**src/rtl/ddo_pkg.sv**
```systemverilog
// ----------------------------------------------------------------------------
// Odometry core package
// Request and result types, sequencer codes and saturation helpers.
// ----------------------------------------------------------------------------
package ddo_pkg;

    localparam int FRAC_BITS = 16;

    // Divider dividend: 33-bit wheel difference magnitude shifted by FRAC_BITS.
    // Also covers |step| * 1000 (below 2^41) for every FRAC_BITS >= 8.
    localparam int DIVD_W = 33 + FRAC_BITS;
    localparam int CNT_W  = $clog2(DIVD_W);
    localparam int PROD_W = 64;

    localparam logic [31:0] DPP_RESET = 32'd65536;
    localparam logic [31:0] WB_RESET  = 32'd6553600;
    localparam logic [31:0] MS_SCALE  = 32'd1000;

    localparam logic CMD_UPDATE = 1'b0;
    localparam logic CMD_CLEAR  = 1'b1;

    localparam logic CFG_DPP = 1'b0;
    localparam logic CFG_WB  = 1'b1;

    typedef struct packed {
        logic               command;
        logic signed [15:0] left_count;
        logic signed [15:0] right_count;
        logic        [15:0] elapsed_ms;
    } t_in_req;

    typedef struct packed {
        logic signed [31:0] left_step;
        logic signed [31:0] right_step;
        logic signed [47:0] left_total;
        logic signed [47:0] right_total;
        logic signed [47:0] linear_travel;
        logic signed [31:0] heading;
        logic signed [31:0] left_speed;
        logic signed [31:0] right_speed;
        logic signed [31:0] linear_speed;
        logic signed [31:0] angular_speed;
    } t_out_req;

    typedef enum logic [3:0] {
        S_IDLE,
        S_MUL_L,
        S_MUL_R,
        S_SAT_R,
        S_ACCUM,
        S_TRAVEL,
        S_DIV_SET,
        S_DIV_RUN,
        S_DIV_END,
        S_SPD_MUL,
        S_DONE
    } t_state;

    typedef enum logic [2:0] {
        OP_ANG,
        OP_LSPD,
        OP_RSPD,
        OP_LINSPD,
        OP_ANGSPD
    } t_op;

    // Signed magnitude to a 32-bit two's complement value, saturated.
    function automatic logic [31:0] sat_mag32(input logic neg, input logic [PROD_W-1:0] mag);
        logic [31:0] res;
        if (neg) begin
            if (mag > PROD_W'(64'h8000_0000)) res = 32'h8000_0000;
            else res = ~mag[31:0] + 32'd1;
        end else begin
            if (mag > PROD_W'(64'h7FFF_FFFF)) res = 32'h7FFF_FFFF;
            else res = mag[31:0];
        end
        return res;
    endfunction

    function automatic logic [47:0] sat_add48(input logic [47:0] a, input logic [31:0] b);
        logic [48:0] sum;
        logic [47:0] res;
        sum = {a[47], a} + {{17{b[31]}}, b};
        if (sum[48] != sum[47]) res = sum[48] ? 48'h8000_0000_0000 : 48'h7FFF_FFFF_FFFF;
        else res = sum[47:0];
        return res;
    endfunction

    function automatic logic [31:0] sat_add32(input logic [31:0] a, input logic [31:0] b);
        logic [32:0] sum;
        logic [31:0] res;
        sum = {a[31], a} + {b[31], b};
        if (sum[32] != sum[31]) res = sum[32] ? 32'h8000_0000 : 32'h7FFF_FFFF;
        else res = sum[31:0];
        return res;
    endfunction

endpackage

```
**src/rtl/differential_drive_odometry_core.sv**
```systemverilog
// ----------------------------------------------------------------------------
// Differential-drive odometry core
// Wheel steps, saturating pose accumulation and speeds in fixed point.
// ----------------------------------------------------------------------------
// Usage:
//   Input channel (i_in_valid / o_in_stall / i_in_data) carries one request:
//   a command, both signed encoder counts and the elapsed milliseconds.
//   Output channel (o_out_valid / i_out_stall / o_out_data) returns exactly
//   one result per request. Write distance_per_pulse (index 0) and wheel_base
//   (index 1) through i_cfg_we / i_cfg_idx / i_cfg_data while idle.
//   An update request passes from accept through the multiplier, the
//   accumulators and the divider to the result; a clear request goes
//   straight to the result. One request is worked on at a time and the
//   next one is accepted from the cycle after the result registers. The
//   update time is set by the shared restoring divider, one quotient bit per
//   cycle, run five times: heading step plus four speeds. A shared 32x32
//   multiplier forms the wheel steps and the step * 1000 products.
//   Reset (synchronous, active low) zeroes counts, totals and heading, loads
//   the register defaults, empties the output register and stalls the input.
//   A stalled result holds in the output register; the next request is still
//   accepted and computed, and waits in the final state until the register
//   frees up.
// ----------------------------------------------------------------------------
module differential_drive_odometry_core
    import ddo_pkg::*;
(
    input  logic     i_clk,
    input  logic     i_rst_n,
    input  logic     i_in_valid,
    output logic     o_in_stall,
    input  t_in_req  i_in_data,
    output logic     o_out_valid,
    input  logic     i_out_stall,
    output t_out_req o_out_data,
    input  logic     i_cfg_we,
    input  logic     i_cfg_idx,
    input  logic [31:0] i_cfg_data
);

    t_state r_state, n_state;
    t_op    r_op;

    // Configuration registers
    logic [31:0] r_dpp;
    logic [31:0] r_wb;

    // Request and persistent pose state
    t_in_req     r_req;
    logic [15:0] r_last_l;
    logic [15:0] r_last_r;
    logic [47:0] r_lacc;
    logic [47:0] r_racc;
    logic [47:0] r_tacc;
    logic [31:0] r_head;

    // Per-request results
    logic [31:0] r_ls, r_rs, r_lin, r_ang;
    logic [31:0] r_lsp, r_rsp, r_linsp, r_angsp;

    // Shared multiplier
    logic [31:0]       mul_a;
    logic [31:0]       mul_b;
    logic              mul_neg;
    logic [PROD_W-1:0] mul_p;
    logic [PROD_W-1:0] r_prod;
    logic              r_psign;

    // Shared divider
    logic [DIVD_W-1:0] r_quo;
    logic [31:0]       r_rem;
    logic [31:0]       r_dvs;
    logic              r_dsign;
    logic [CNT_W-1:0]  r_cnt;
    logic [32:0]       div_shift;
    logic [32:0]       div_trial;
    logic              div_qbit;
    logic [DIVD_W-1:0] div_dvd_sel;
    logic [31:0]       div_dvs_sel;
    logic              div_sign_sel;
    logic [31:0]       div_res;

    logic [16:0] dl, dr, dl_abs, dr_abs;
    logic [32:0] lin_sum, diff, diff_abs;
    logic [31:0] spd_num;

    t_out_req r_out;
    logic     r_out_valid;
    logic     in_accept;
    logic     out_free;

    // Hold off requests during reset and while a request is in progress
    assign o_in_stall  = !i_rst_n || (r_state != S_IDLE);
    assign in_accept   = i_in_valid && !o_in_stall;
    assign o_out_valid = r_out_valid;
    assign o_out_data  = r_out;
    assign out_free    = !r_out_valid || !i_out_stall;

    // Count differences, no wraparound
    assign dl     = {r_req.left_count[15], r_req.left_count} - {r_last_l[15], r_last_l};
    assign dr     = {r_req.right_count[15], r_req.right_count} - {r_last_r[15], r_last_r};
    assign dl_abs = dl[16] ? (~dl + 17'd1) : dl;
    assign dr_abs = dr[16] ? (~dr + 17'd1) : dr;

    assign lin_sum  = {r_ls[31], r_ls} + {r_rs[31], r_rs};
    assign diff     = {r_rs[31], r_rs} - {r_ls[31], r_ls};
    assign diff_abs = diff[32] ? (~diff + 33'd1) : diff;

    // Numerator of the current speed
    always_comb begin
        case (r_op)
            OP_LSPD:   spd_num = r_ls;
            OP_RSPD:   spd_num = r_rs;
            OP_LINSPD: spd_num = r_lin;
            OP_ANGSPD: spd_num = r_ang;
            default:   spd_num = r_ang;
        endcase
    end

    // Multiplier operand select: wheel count delta or speed numerator
    always_comb begin
        case (r_state)
            S_MUL_L: begin
                mul_a   = {15'd0, dl_abs};
                mul_neg = dl[16];
            end
            S_MUL_R: begin
                mul_a   = {15'd0, dr_abs};
                mul_neg = dr[16];
            end
            default: begin
                mul_a   = spd_num[31] ? (~spd_num + 32'd1) : spd_num;
                mul_neg = spd_num[31];
            end
        endcase
    end

    // Second operand: time scale for speeds, pulse scale for wheel steps
    assign mul_b = (r_state == S_SPD_MUL) ? MS_SCALE : r_dpp;
    assign mul_p = PROD_W'(mul_a) * PROD_W'(mul_b);

    // Divider operand select: heading step or speed
    always_comb begin
        if (r_op == OP_ANG) begin
            div_dvd_sel  = {diff_abs, {FRAC_BITS{1'b0}}};
            div_dvs_sel  = r_wb;
            div_sign_sel = diff[32];
        end else begin
            div_dvd_sel  = r_prod[DIVD_W-1:0];
            div_dvs_sel  = {16'd0, r_req.elapsed_ms};
            div_sign_sel = r_psign;
        end
    end

    assign div_shift = {r_rem, r_quo[DIVD_W-1]};
    assign div_trial = div_shift - {1'b0, r_dvs};
    assign div_qbit  = (div_shift >= {1'b0, r_dvs});
    assign div_res   = sat_mag32(r_dsign, PROD_W'(r_quo));

    // State register
    always_ff @(posedge i_clk) begin
        if (!i_rst_n) r_state <= S_IDLE;
        else r_state <= n_state;
    end

    // Sequencer
    always_comb begin
        n_state = r_state;
        case (r_state)
            S_IDLE: begin
                if (in_accept) begin
                    n_state = (i_in_data.command == CMD_CLEAR) ? S_DONE : S_MUL_L;
                end
            end
            S_MUL_L:   n_state = S_MUL_R;
            S_MUL_R:   n_state = S_SAT_R;
            S_SAT_R:   n_state = S_ACCUM;
            S_ACCUM:   n_state = S_TRAVEL;
            S_TRAVEL:  n_state = S_DIV_SET;
            S_DIV_SET: n_state = (div_dvs_sel == 32'd0) ? S_DIV_END : S_DIV_RUN;
            S_DIV_RUN: n_state = (r_cnt == '0) ? S_DIV_END : S_DIV_RUN;
            S_DIV_END: n_state = (r_op == OP_ANGSPD) ? S_DONE : S_SPD_MUL;
            S_SPD_MUL: n_state = S_DIV_SET;
            S_DONE:    n_state = out_free ? S_IDLE : S_DONE;
            default:   n_state = S_IDLE;
        endcase
    end

    // Configuration writes
    always_ff @(posedge i_clk) begin
        if (!i_rst_n) begin
            r_dpp <= DPP_RESET;
            r_wb  <= WB_RESET;
        end else if (i_cfg_we) begin
            case (i_cfg_idx)
                CFG_DPP: r_dpp <= i_cfg_data;
                CFG_WB:  r_wb  <= i_cfg_data;
                default: r_dpp <= r_dpp;
            endcase
        end
    end

    // Pose state
    always_ff @(posedge i_clk) begin
        if (!i_rst_n) begin
            r_last_l <= '0;
            r_last_r <= '0;
            r_lacc   <= '0;
            r_racc   <= '0;
            r_tacc   <= '0;
            r_head   <= '0;
        end else begin
            case (r_state)
                S_IDLE: begin
                    // Clear drops the pose but keeps the last counts
                    if (in_accept && i_in_data.command == CMD_CLEAR) begin
                        r_lacc <= '0;
                        r_racc <= '0;
                        r_tacc <= '0;
                        r_head <= '0;
                    end
                end
                S_SAT_R: begin
                    r_last_l <= r_req.left_count;
                    r_last_r <= r_req.right_count;
                end
                S_ACCUM: begin
                    r_lacc <= sat_add48(r_lacc, r_ls);
                    r_racc <= sat_add48(r_racc, r_rs);
                end
                S_TRAVEL: r_tacc <= sat_add48(r_tacc, r_lin);
                S_DIV_END: begin
                    if (r_op == OP_ANG) r_head <= sat_add32(r_head, div_res);
                end
                default: r_head <= r_head;
            endcase
        end
    end

    // Datapath: request capture, multiplier, divider, results
    always_ff @(posedge i_clk) begin
        case (r_state)
            S_IDLE: begin
                if (in_accept) begin
                    r_req <= i_in_data;
                    r_op  <= OP_ANG;
                    if (i_in_data.command == CMD_CLEAR) begin
                        r_ls    <= '0;
                        r_rs    <= '0;
                        r_lsp   <= '0;
                        r_rsp   <= '0;
                        r_linsp <= '0;
                        r_angsp <= '0;
                    end
                end
            end
            S_MUL_L: begin
                r_prod  <= mul_p;
                r_psign <= mul_neg;
            end
            S_MUL_R: begin
                r_ls    <= sat_mag32(r_psign, r_prod);
                r_prod  <= mul_p;
                r_psign <= mul_neg;
            end
            S_SAT_R: r_rs <= sat_mag32(r_psign, r_prod);
            S_ACCUM: r_lin <= lin_sum[32:1];
            S_SPD_MUL: begin
                r_prod  <= mul_p;
                r_psign <= mul_neg;
            end
            S_DIV_SET: begin
                r_dvs   <= div_dvs_sel;
                r_dsign <= div_sign_sel;
                r_rem   <= '0;
                r_cnt   <= CNT_W'(DIVD_W - 1);
                // Divide by zero: force a huge quotient so the result saturates
                if (div_dvs_sel == 32'd0) begin
                    r_quo <= (div_dvd_sel != '0) ? '1 : '0;
                end else begin
                    r_quo <= div_dvd_sel;
                end
            end
            S_DIV_RUN: begin
                r_rem <= div_qbit ? div_trial[31:0] : div_shift[31:0];
                r_quo <= {r_quo[DIVD_W-2:0], div_qbit};
                r_cnt <= r_cnt - CNT_W'(1);
            end
            S_DIV_END: begin
                case (r_op)
                    OP_ANG: begin
                        r_ang <= div_res;
                        r_op  <= OP_LSPD;
                    end
                    OP_LSPD: begin
                        r_lsp <= div_res;
                        r_op  <= OP_RSPD;
                    end
                    OP_RSPD: begin
                        r_rsp <= div_res;
                        r_op  <= OP_LINSPD;
                    end
                    OP_LINSPD: begin
                        r_linsp <= div_res;
                        r_op    <= OP_ANGSPD;
                    end
                    OP_ANGSPD: r_angsp <= div_res;
                    default:   r_op    <= OP_ANG;
                endcase
            end
            default: r_op <= r_op;
        endcase
    end

    // Output register
    always_ff @(posedge i_clk) begin
        if (!i_rst_n) begin
            r_out_valid <= 1'b0;
        end else if (r_state == S_DONE && out_free) begin
            r_out_valid <= 1'b1;
        end else if (!i_out_stall) begin
            r_out_valid <= 1'b0;
        end
    end

    always_ff @(posedge i_clk) begin
        if (r_state == S_DONE && out_free) begin
            r_out.left_step     <= r_ls;
            r_out.right_step    <= r_rs;
            r_out.left_total    <= r_lacc;
            r_out.right_total   <= r_racc;
            r_out.linear_travel <= r_tacc;
            r_out.heading       <= r_head;
            r_out.left_speed    <= r_lsp;
            r_out.right_speed   <= r_rsp;
            r_out.linear_speed  <= r_linsp;
            r_out.angular_speed <= r_angsp;
        end
    end

endmodule

```
**config.mk**
```make
export PLATFORM = sky130hd
export DESIGN_NAME = differential_drive_odometry_core
export DESIGN_NICKNAME = d
export VERILOG_FILES = /design/src/rtl/ddo_pkg.sv /design/src/rtl/differential_drive_odometry_core.sv
export SDC_FILE = /design/constraint.sdc
export NUM_CORES = 2
export LEC_CHECK = 0
export BUFFER_PORTS_ARGS = -buffer_cell sky130_fd_sc_hd__buf_2
export CORE_AREA = 2 2 517 519
export CTS_BUF_LIST = sky130_fd_sc_hd__clkbuf_4 sky130_fd_sc_hd__clkbuf_8 sky130_fd_sc_hd__clkbuf_16
export DETAILED_ROUTE_END_ITERATION = 16
export DIE_AREA = 0 0 519 521
export GPL_TIMING_DRIVEN = 0
export PLACE_DENSITY = 0.57
export SLEW_MARGIN = 20
export SYNTH_ARGS = -nofsm -noshare
export SYNTH_HDL_FRONTEND = slang
export SYNTH_SLANG_ARGS = --single-unit
```
**constraint.sdc**
```tcl
create_clock -name i_clk -period 23.8 [get_ports i_clk]
set_input_delay 2.38 -clock i_clk [delete_from_list [all_inputs] [get_ports i_clk]]
set_output_delay 2.38 -clock i_clk [all_outputs]
set_load 0.05 [all_outputs]
```
---- Word-level counts from Yosys, hierarchy flattened ----
Cells that the tools add are included.
word-level totals
  bits in registers ....................... 1,137
  input port bits ......................... 87
operators by class
  $add $sub $neg .......................... 16
  multiply operators ...................... 1
  magnitude comparators ................... 5
  equal/unequal tests ..................... 28
  muxes and demuxes ....................... 62
  bitwise operators ....................... 7
  reductions and logical operators ........ 37
operators with widths
  cell                                                  count
  2-to-1 mux 32 bit                                     20
  one-hot mux 32 bit (2 select lines)                   9
  2-to-1 mux 48 bit                                     7
  one-hot mux 48 bit (2 select lines)                   3
  adder 48 x 32 -> 49 bit                               3
  2-to-1 mux 49 bit                                     3
  one-hot mux 49 bit (2 select lines)                   1
  adder 32 x 1 -> 32 bit, second input constant         3
  inverter 32 bit                                       3
  one-hot mux 32 bit (3 select lines)                   1
  adder 32 x 32 -> 33 bit                               2
  > comparator 64 x 31 -> 1 bit, second input constant  1
  > comparator 64 x 32 -> 1 bit, second input constant  1
  multiplier 32 x 32 -> 64 bit                          1
  > comparator 49 x 31 -> 1 bit, second input constant  1
  > comparator 49 x 32 -> 1 bit, second input constant  1
  nonzero test 49 bit                                   1
  one-hot mux 4 bit (10 select lines)                   1
  adder 17 x 1 -> 17 bit, second input constant         2
  2-to-1 mux 17 bit                                     2
  inverter 17 bit                                       2
  subtractor 16 x 16 -> 17 bit                          2
  adder 33 x 1 -> 33 bit, second input constant         1
  >= comparator 33 x 32 -> 1 bit                        1
  other kinds (38)                                      84

---- Logic depth before layout (Yosys ltp) ----
  word-level depth ........................ 9
  mapped depth ............................ 49

---- Worst setup path before layout ----
OpenSTA, ideal clock, no wires.
  path kind ............................... in2reg
  start point ............................. input i_out_stall
  end point ............................... register r_out, in the netlist o_out_data[0], enable pin
  arrival ................................. 20.006 ns
  path slack .............................. 2.571 ns
  stages on the path ...................... 1
  cells stage by stage .................... a21oi_1
between the ends
  word-level cells in the longest chain between the ends .. 3
RTL lines
  what               line                                     text
  from (decl)        differential_drive_odometry_core.sv:33   input logic i_out_stall,
  zero test 1 bit    -
  logical OR 1 bit   differential_drive_odometry_core.sv:96   assign out_free = !r_out_valid || !i_out_stall;
  logical AND 1 bit  differential_drive_odometry_core.sv:326  if (r_state == S_DONE && out_free) begin
  to (decl)          differential_drive_odometry_core.sv:86   t_out_req r_out;
No other way between the ends.
A chain may end at the register's enable or synchronous reset.

---- Worst setup path in the final report ----
  start point ............................. register r_op[1]
  end point ............................... register r_prod[62] (data pin)
between the ends
  word-level cells in the longest chain between the ends .. 7
RTL lines
  what                                                                     line                                     text
  from (decl)                                                              differential_drive_odometry_core.sv:41   t_op r_op;
  from (signal assigned)                                                   differential_drive_odometry_core.sv:310  default: r_op <= r_op;
  == test 3 x 2 -> 1 bit / == test 3 x 1 -> 1 bit (equally long branches)  differential_drive_odometry_core.sv:110  case (r_op)
  one-hot mux 32 bit (3 select lines) *                                    differential_drive_odometry_core.sv:110
  inverter 32 bit                                                          differential_drive_odometry_core.sv:131  mul_a = spd_num[31] ? (~spd_num + 32'd1) : spd_num;
  adder 32 x 1 -> 32 bit                                                   differential_drive_odometry_core.sv:131
  2-to-1 mux 32 bit *                                                      differential_drive_odometry_core.sv:131
  one-hot mux 32 bit (2 select lines) *                                    differential_drive_odometry_core.sv:121  case (r_state)
  multiplier 32 x 32 -> 64 bit *                                           differential_drive_odometry_core.sv:139  assign mul_p = PROD_W'(mul_a) * PROD_W'(mul_b);
  named net mul_p[62]                                                      differential_drive_odometry_core.sv:64   logic [PROD_W-1:0] mul_p;
  to (signal assigned)                                                     differential_drive_odometry_core.sv:257  r_prod <= mul_p;
  to (signal assigned)                                                     differential_drive_odometry_core.sv:262  r_prod <= mul_p;
  to (signal assigned)                                                     differential_drive_odometry_core.sv:268  r_prod <= mul_p;
  to (decl)                                                                differential_drive_odometry_core.sv:65   logic [PROD_W-1:0] r_prod;
Mark *: on every way through the listed nets, which the timed path passes. The rest lies on a longest branch.

==> flow_metrics.env <==
export IMPL_r2r_cells=43
export IMPL_die_area_um2=270000
export IMPL_synthToLayoutAreaGrowth_pct=13.1
export IMPL_start_kind="register"
export IMPL_grt_max_degree=67
export IMPL_max_freq_mhz=62.5
export IMPL_slew_violations=0
export IMPL_postRouteAntennaNets=0
export IMPL_required_ns=24.30
export IMPL_nets=11758
export IMPL_synth_seq_cells=1137
export IMPL_grt_overflow=0
export IMPL_hp_start="r_linsp[12]$_DFFE_PP_"
export IMPL_globalplace_congestion=1.01
export IMPL_cts_sinks=1137
export IMPL_fp_dieW_um=519
export IMPL_r2r_start="r_op[1]$_SDFFCE_PN0P_"
export IMPL_hold_viol=0
export IMPL_cts_buffers=115
export IMPL_grt_first_pass_wirelength_um=520000
export IMPL_crit_path_top_delay_cell="clkbuf_1"
export IMPL_synth_area_top_cells="edfxtp_1 28%, fa_1 20%, ha_1 7.8%"
export IMPL_clock_skew_ns=0.0648
export IMPL_routed_wl_um=362000
export IMPL_drt_iter0_drc=6815
export IMPL_grt_pass1_vias=74451
export IMPL_synth_edf_count=860
export IMPL_clk_path_buf_depth=3
export IMPL_n_fill_cell=26251
export IMPL_async_reset_ff_share_pct=0
export IMPL_synth_ff_type="edfxtp_1"
export IMPL_critPathMaxStageDelay_ns=1.03
export IMPL_arrival_ns=16.51
export IMPL_endpoint_kind="register"
export IMPL_yosysTopAreaCell="edfxtp_1"
export IMPL_clk_pin_slew_ns=0.07
export IMPL_path_common_cell="fa_1"
export IMPL_r2r_end="r_prod[62]$_DFFE_PP_"
export IMPL_syn_nets=11126
export IMPL_syn_area_um2=92400
export IMPL_synth_top_area_share_pct=28.0
export IMPL_crit_start="r_op[1]$_SDFFCE_PN0P_"
export IMPL_maxCapViolCount=0
export IMPL_rows=189
export IMPL_route_detailed_drc=0
export IMPL_vias=74495
export IMPL_timing_hold_ws_ns=0.407
export IMPL_ys_top_cells_by_count="1340 x nand2_1, 1193 x inv_1, 905 x fa_1, 860 x edfxtp_1, 721 x nor2_1"
export IMPL_drive_gt1_share_pct=8.39
export IMPL_cts_tree="yes"
export IMPL_yosysUniqueCellTypes=86
export IMPL_fin_crit_sh_pct=67.3
export IMPL_worst_pin_slew_ns=1.31
export IMPL_die_h_um=521
export IMPL_ys_warn_count=0
export IMPL_viasPerCell=5.38
export IMPL_criticalPathCategory="reg2reg"
export IMPL_io_pins=457
export IMPL_clockRootBuffer="clkbuf_16"
export IMPL_rrSetupSlack_ns=7.79
export IMPL_fp_coreArea_um2=264000
export IMPL_min_path_cells=0
export IMPL_min_path_type="reg2reg"
export IMPL_start_util_pct=34.9
export IMPL_clk_latency_ns=0.78
export IMPL_hold_end="o_out_data[44]$_DFFE_PP_"
export IMPL_io_buffers=456
export IMPL_rsz0062_at_grt="false"
export IMPL_wl_per_cell_um=26.2
export IMPL_seq_area_frac_synth_pct=34.0
export IMPL_post_cts_buffers=0
export IMPL_slew_headroom_pct=12.6
export IMPL_hpwl_um=297000
export IMPL_grtUsageTotal_pct=26.2
export IMPL_ctsResizeCount=0
export IMPL_worst_path_max_fanout=10
export IMPL_avgSynthCellArea_um2=9.66
export IMPL_outcome="finished, final reports clean"
export IMPL_hold_buffers=0
export IMPL_layout_min_cycle_time_ns=16.01
export IMPL_synth_cells=9558
export IMPL_synth_most_common_cell="nand2_1"
export IMPL_setup_viol=0
export IMPL_dr_pass1_iters=7
export IMPL_htree_levels=3
export IMPL_antenna_found_initial=12
layout make-up:
cell class	count	area, um2	share of cell area (%)
Multi-Input combinational cell	6766	55000	52.6
Sequential cell	1137	31400	30.0
Inverter	1196	4490	4.30
Tap cell	3533	4420	4.23
Timing Repair Buffer	515	3390	3.25
Clock buffer	149	3200	3.06
Buffer	459	1760	1.69
Clock inverter	69	820	0.784
Antenna cell	10	25.0	0.0239
how the worst max path moves through the flow:
stage	cells past startpoint	endpoint	slack, ns
2_1_floorplan	1	o_out_data[0]$_DFFE_PP_	2.57
3_3_place_gp	2	o_out_data[296]$_DFFE_PP_	-5.30
3_5_place_dp	41	r_prod[62]$_DFFE_PP_	8.30
4_1_cts	43	r_prod[62]$_DFFE_PP_	8.26
5_1_grt	43	r_prod[62]$_DFFE_PP_	7.44
6_report	43	r_prod[62]$_DFFE_PP_	7.79
placed cells by master (no fill, tap or decap), drive strengths merged, types with 19 or more instances in the layout:
cell type / instances
nand2: 1340
inv: 1210
fa: 905
edfxtp: 860
nor2: 721
ha: 576
clkbuf: 562
buf: 561
a21oi: 446
o21ai: 400
dfxtp: 277
xnor2: 260
a21o: 188
nor3: 184
and2: 178
a21boi: 132
xor2: 124
nand3: 101
nand2b: 91
o22ai: 66
nor2b: 65
mux2i: 61
a211oi: 61
nand4: 57
o21bai: 57
o21a: 56
nor4: 55
a31oi: 52
or3: 50
and3: 49
o31ai: 42
a22o: 39
o311ai: 39
clkinv: 35
o211ai: 33
a22oi: 28
or4: 25
or2: 24
a2111oi: 19
worst max-delay path, delay by kind of cell (launching register included):
family / cells / cell delay [ns]
simple gates: 11 / 3.54
compound gates: 9 / 3.56
fa+ha+maj: 10 / 5.08
xor+xnor: 2 / 0.49
buf+inv: 11 / 2.63
flops: 1 / 0.42
metrics by stage:
stage / setup slack (ns) / utilization, % / std cells / setup TNS (ns) / cell area, um2
3_3_place_gp: -5.30 / 37.5 / 13547 / -1863.99 / 99100
5_1_grt: 7.44 / 39.5 / 13825 / 0 / 104000
2_1_floorplan: 2.57 / - / 9558 / 0 / 92400
4_1_cts: 8.26 / 39.5 / 13824 / 0 / 104000
3_5_place_dp: 8.30 / 38.0 / 13606 / 0 / 100000
6_report: 7.79 / 39.5 / 13834 / 0 / 104000
sequential cells by signal (all words and copies together) (netlist names), 48 cells and up:
| register | count |
|---|---|
| o_out_data | 368 |
| r_prod | 64 |
| r_quo | 49 |
| r_lacc | 48 |
| r_racc | 48 |
| r_req | 48 |
| r_tacc | 48 |
layer usage:
layer | track usage, % | vias to the layer above | part of all wire (%)
met2 | 42.5 | 3023 | 46
met1 | 34.0 | 37318 | 41
met4 | 12.4 | 8 | 5.6
li1 | - | 33509 | -
met5 | 0 | - | 0.016
met3 | 4.64 | 637 | 7.4
cells by family after synthesis:
family                     count (synthesis)  synth area share [%]
DFF                                     1137                  34.0
xor gates and xnor gates                 384                  3.64
buffers and inverters                   1655                  6.73
muxes                                     68                 0.746
adders and majority gates               1481                  27.4
and+or+nand+nor                         2988                  14.5
AOI/OAI and AO/OA                       1845                  13.0
Power is not shown: default switching activity piles up to over one toggle a cycle in this logic, so the estimate is an artifact.
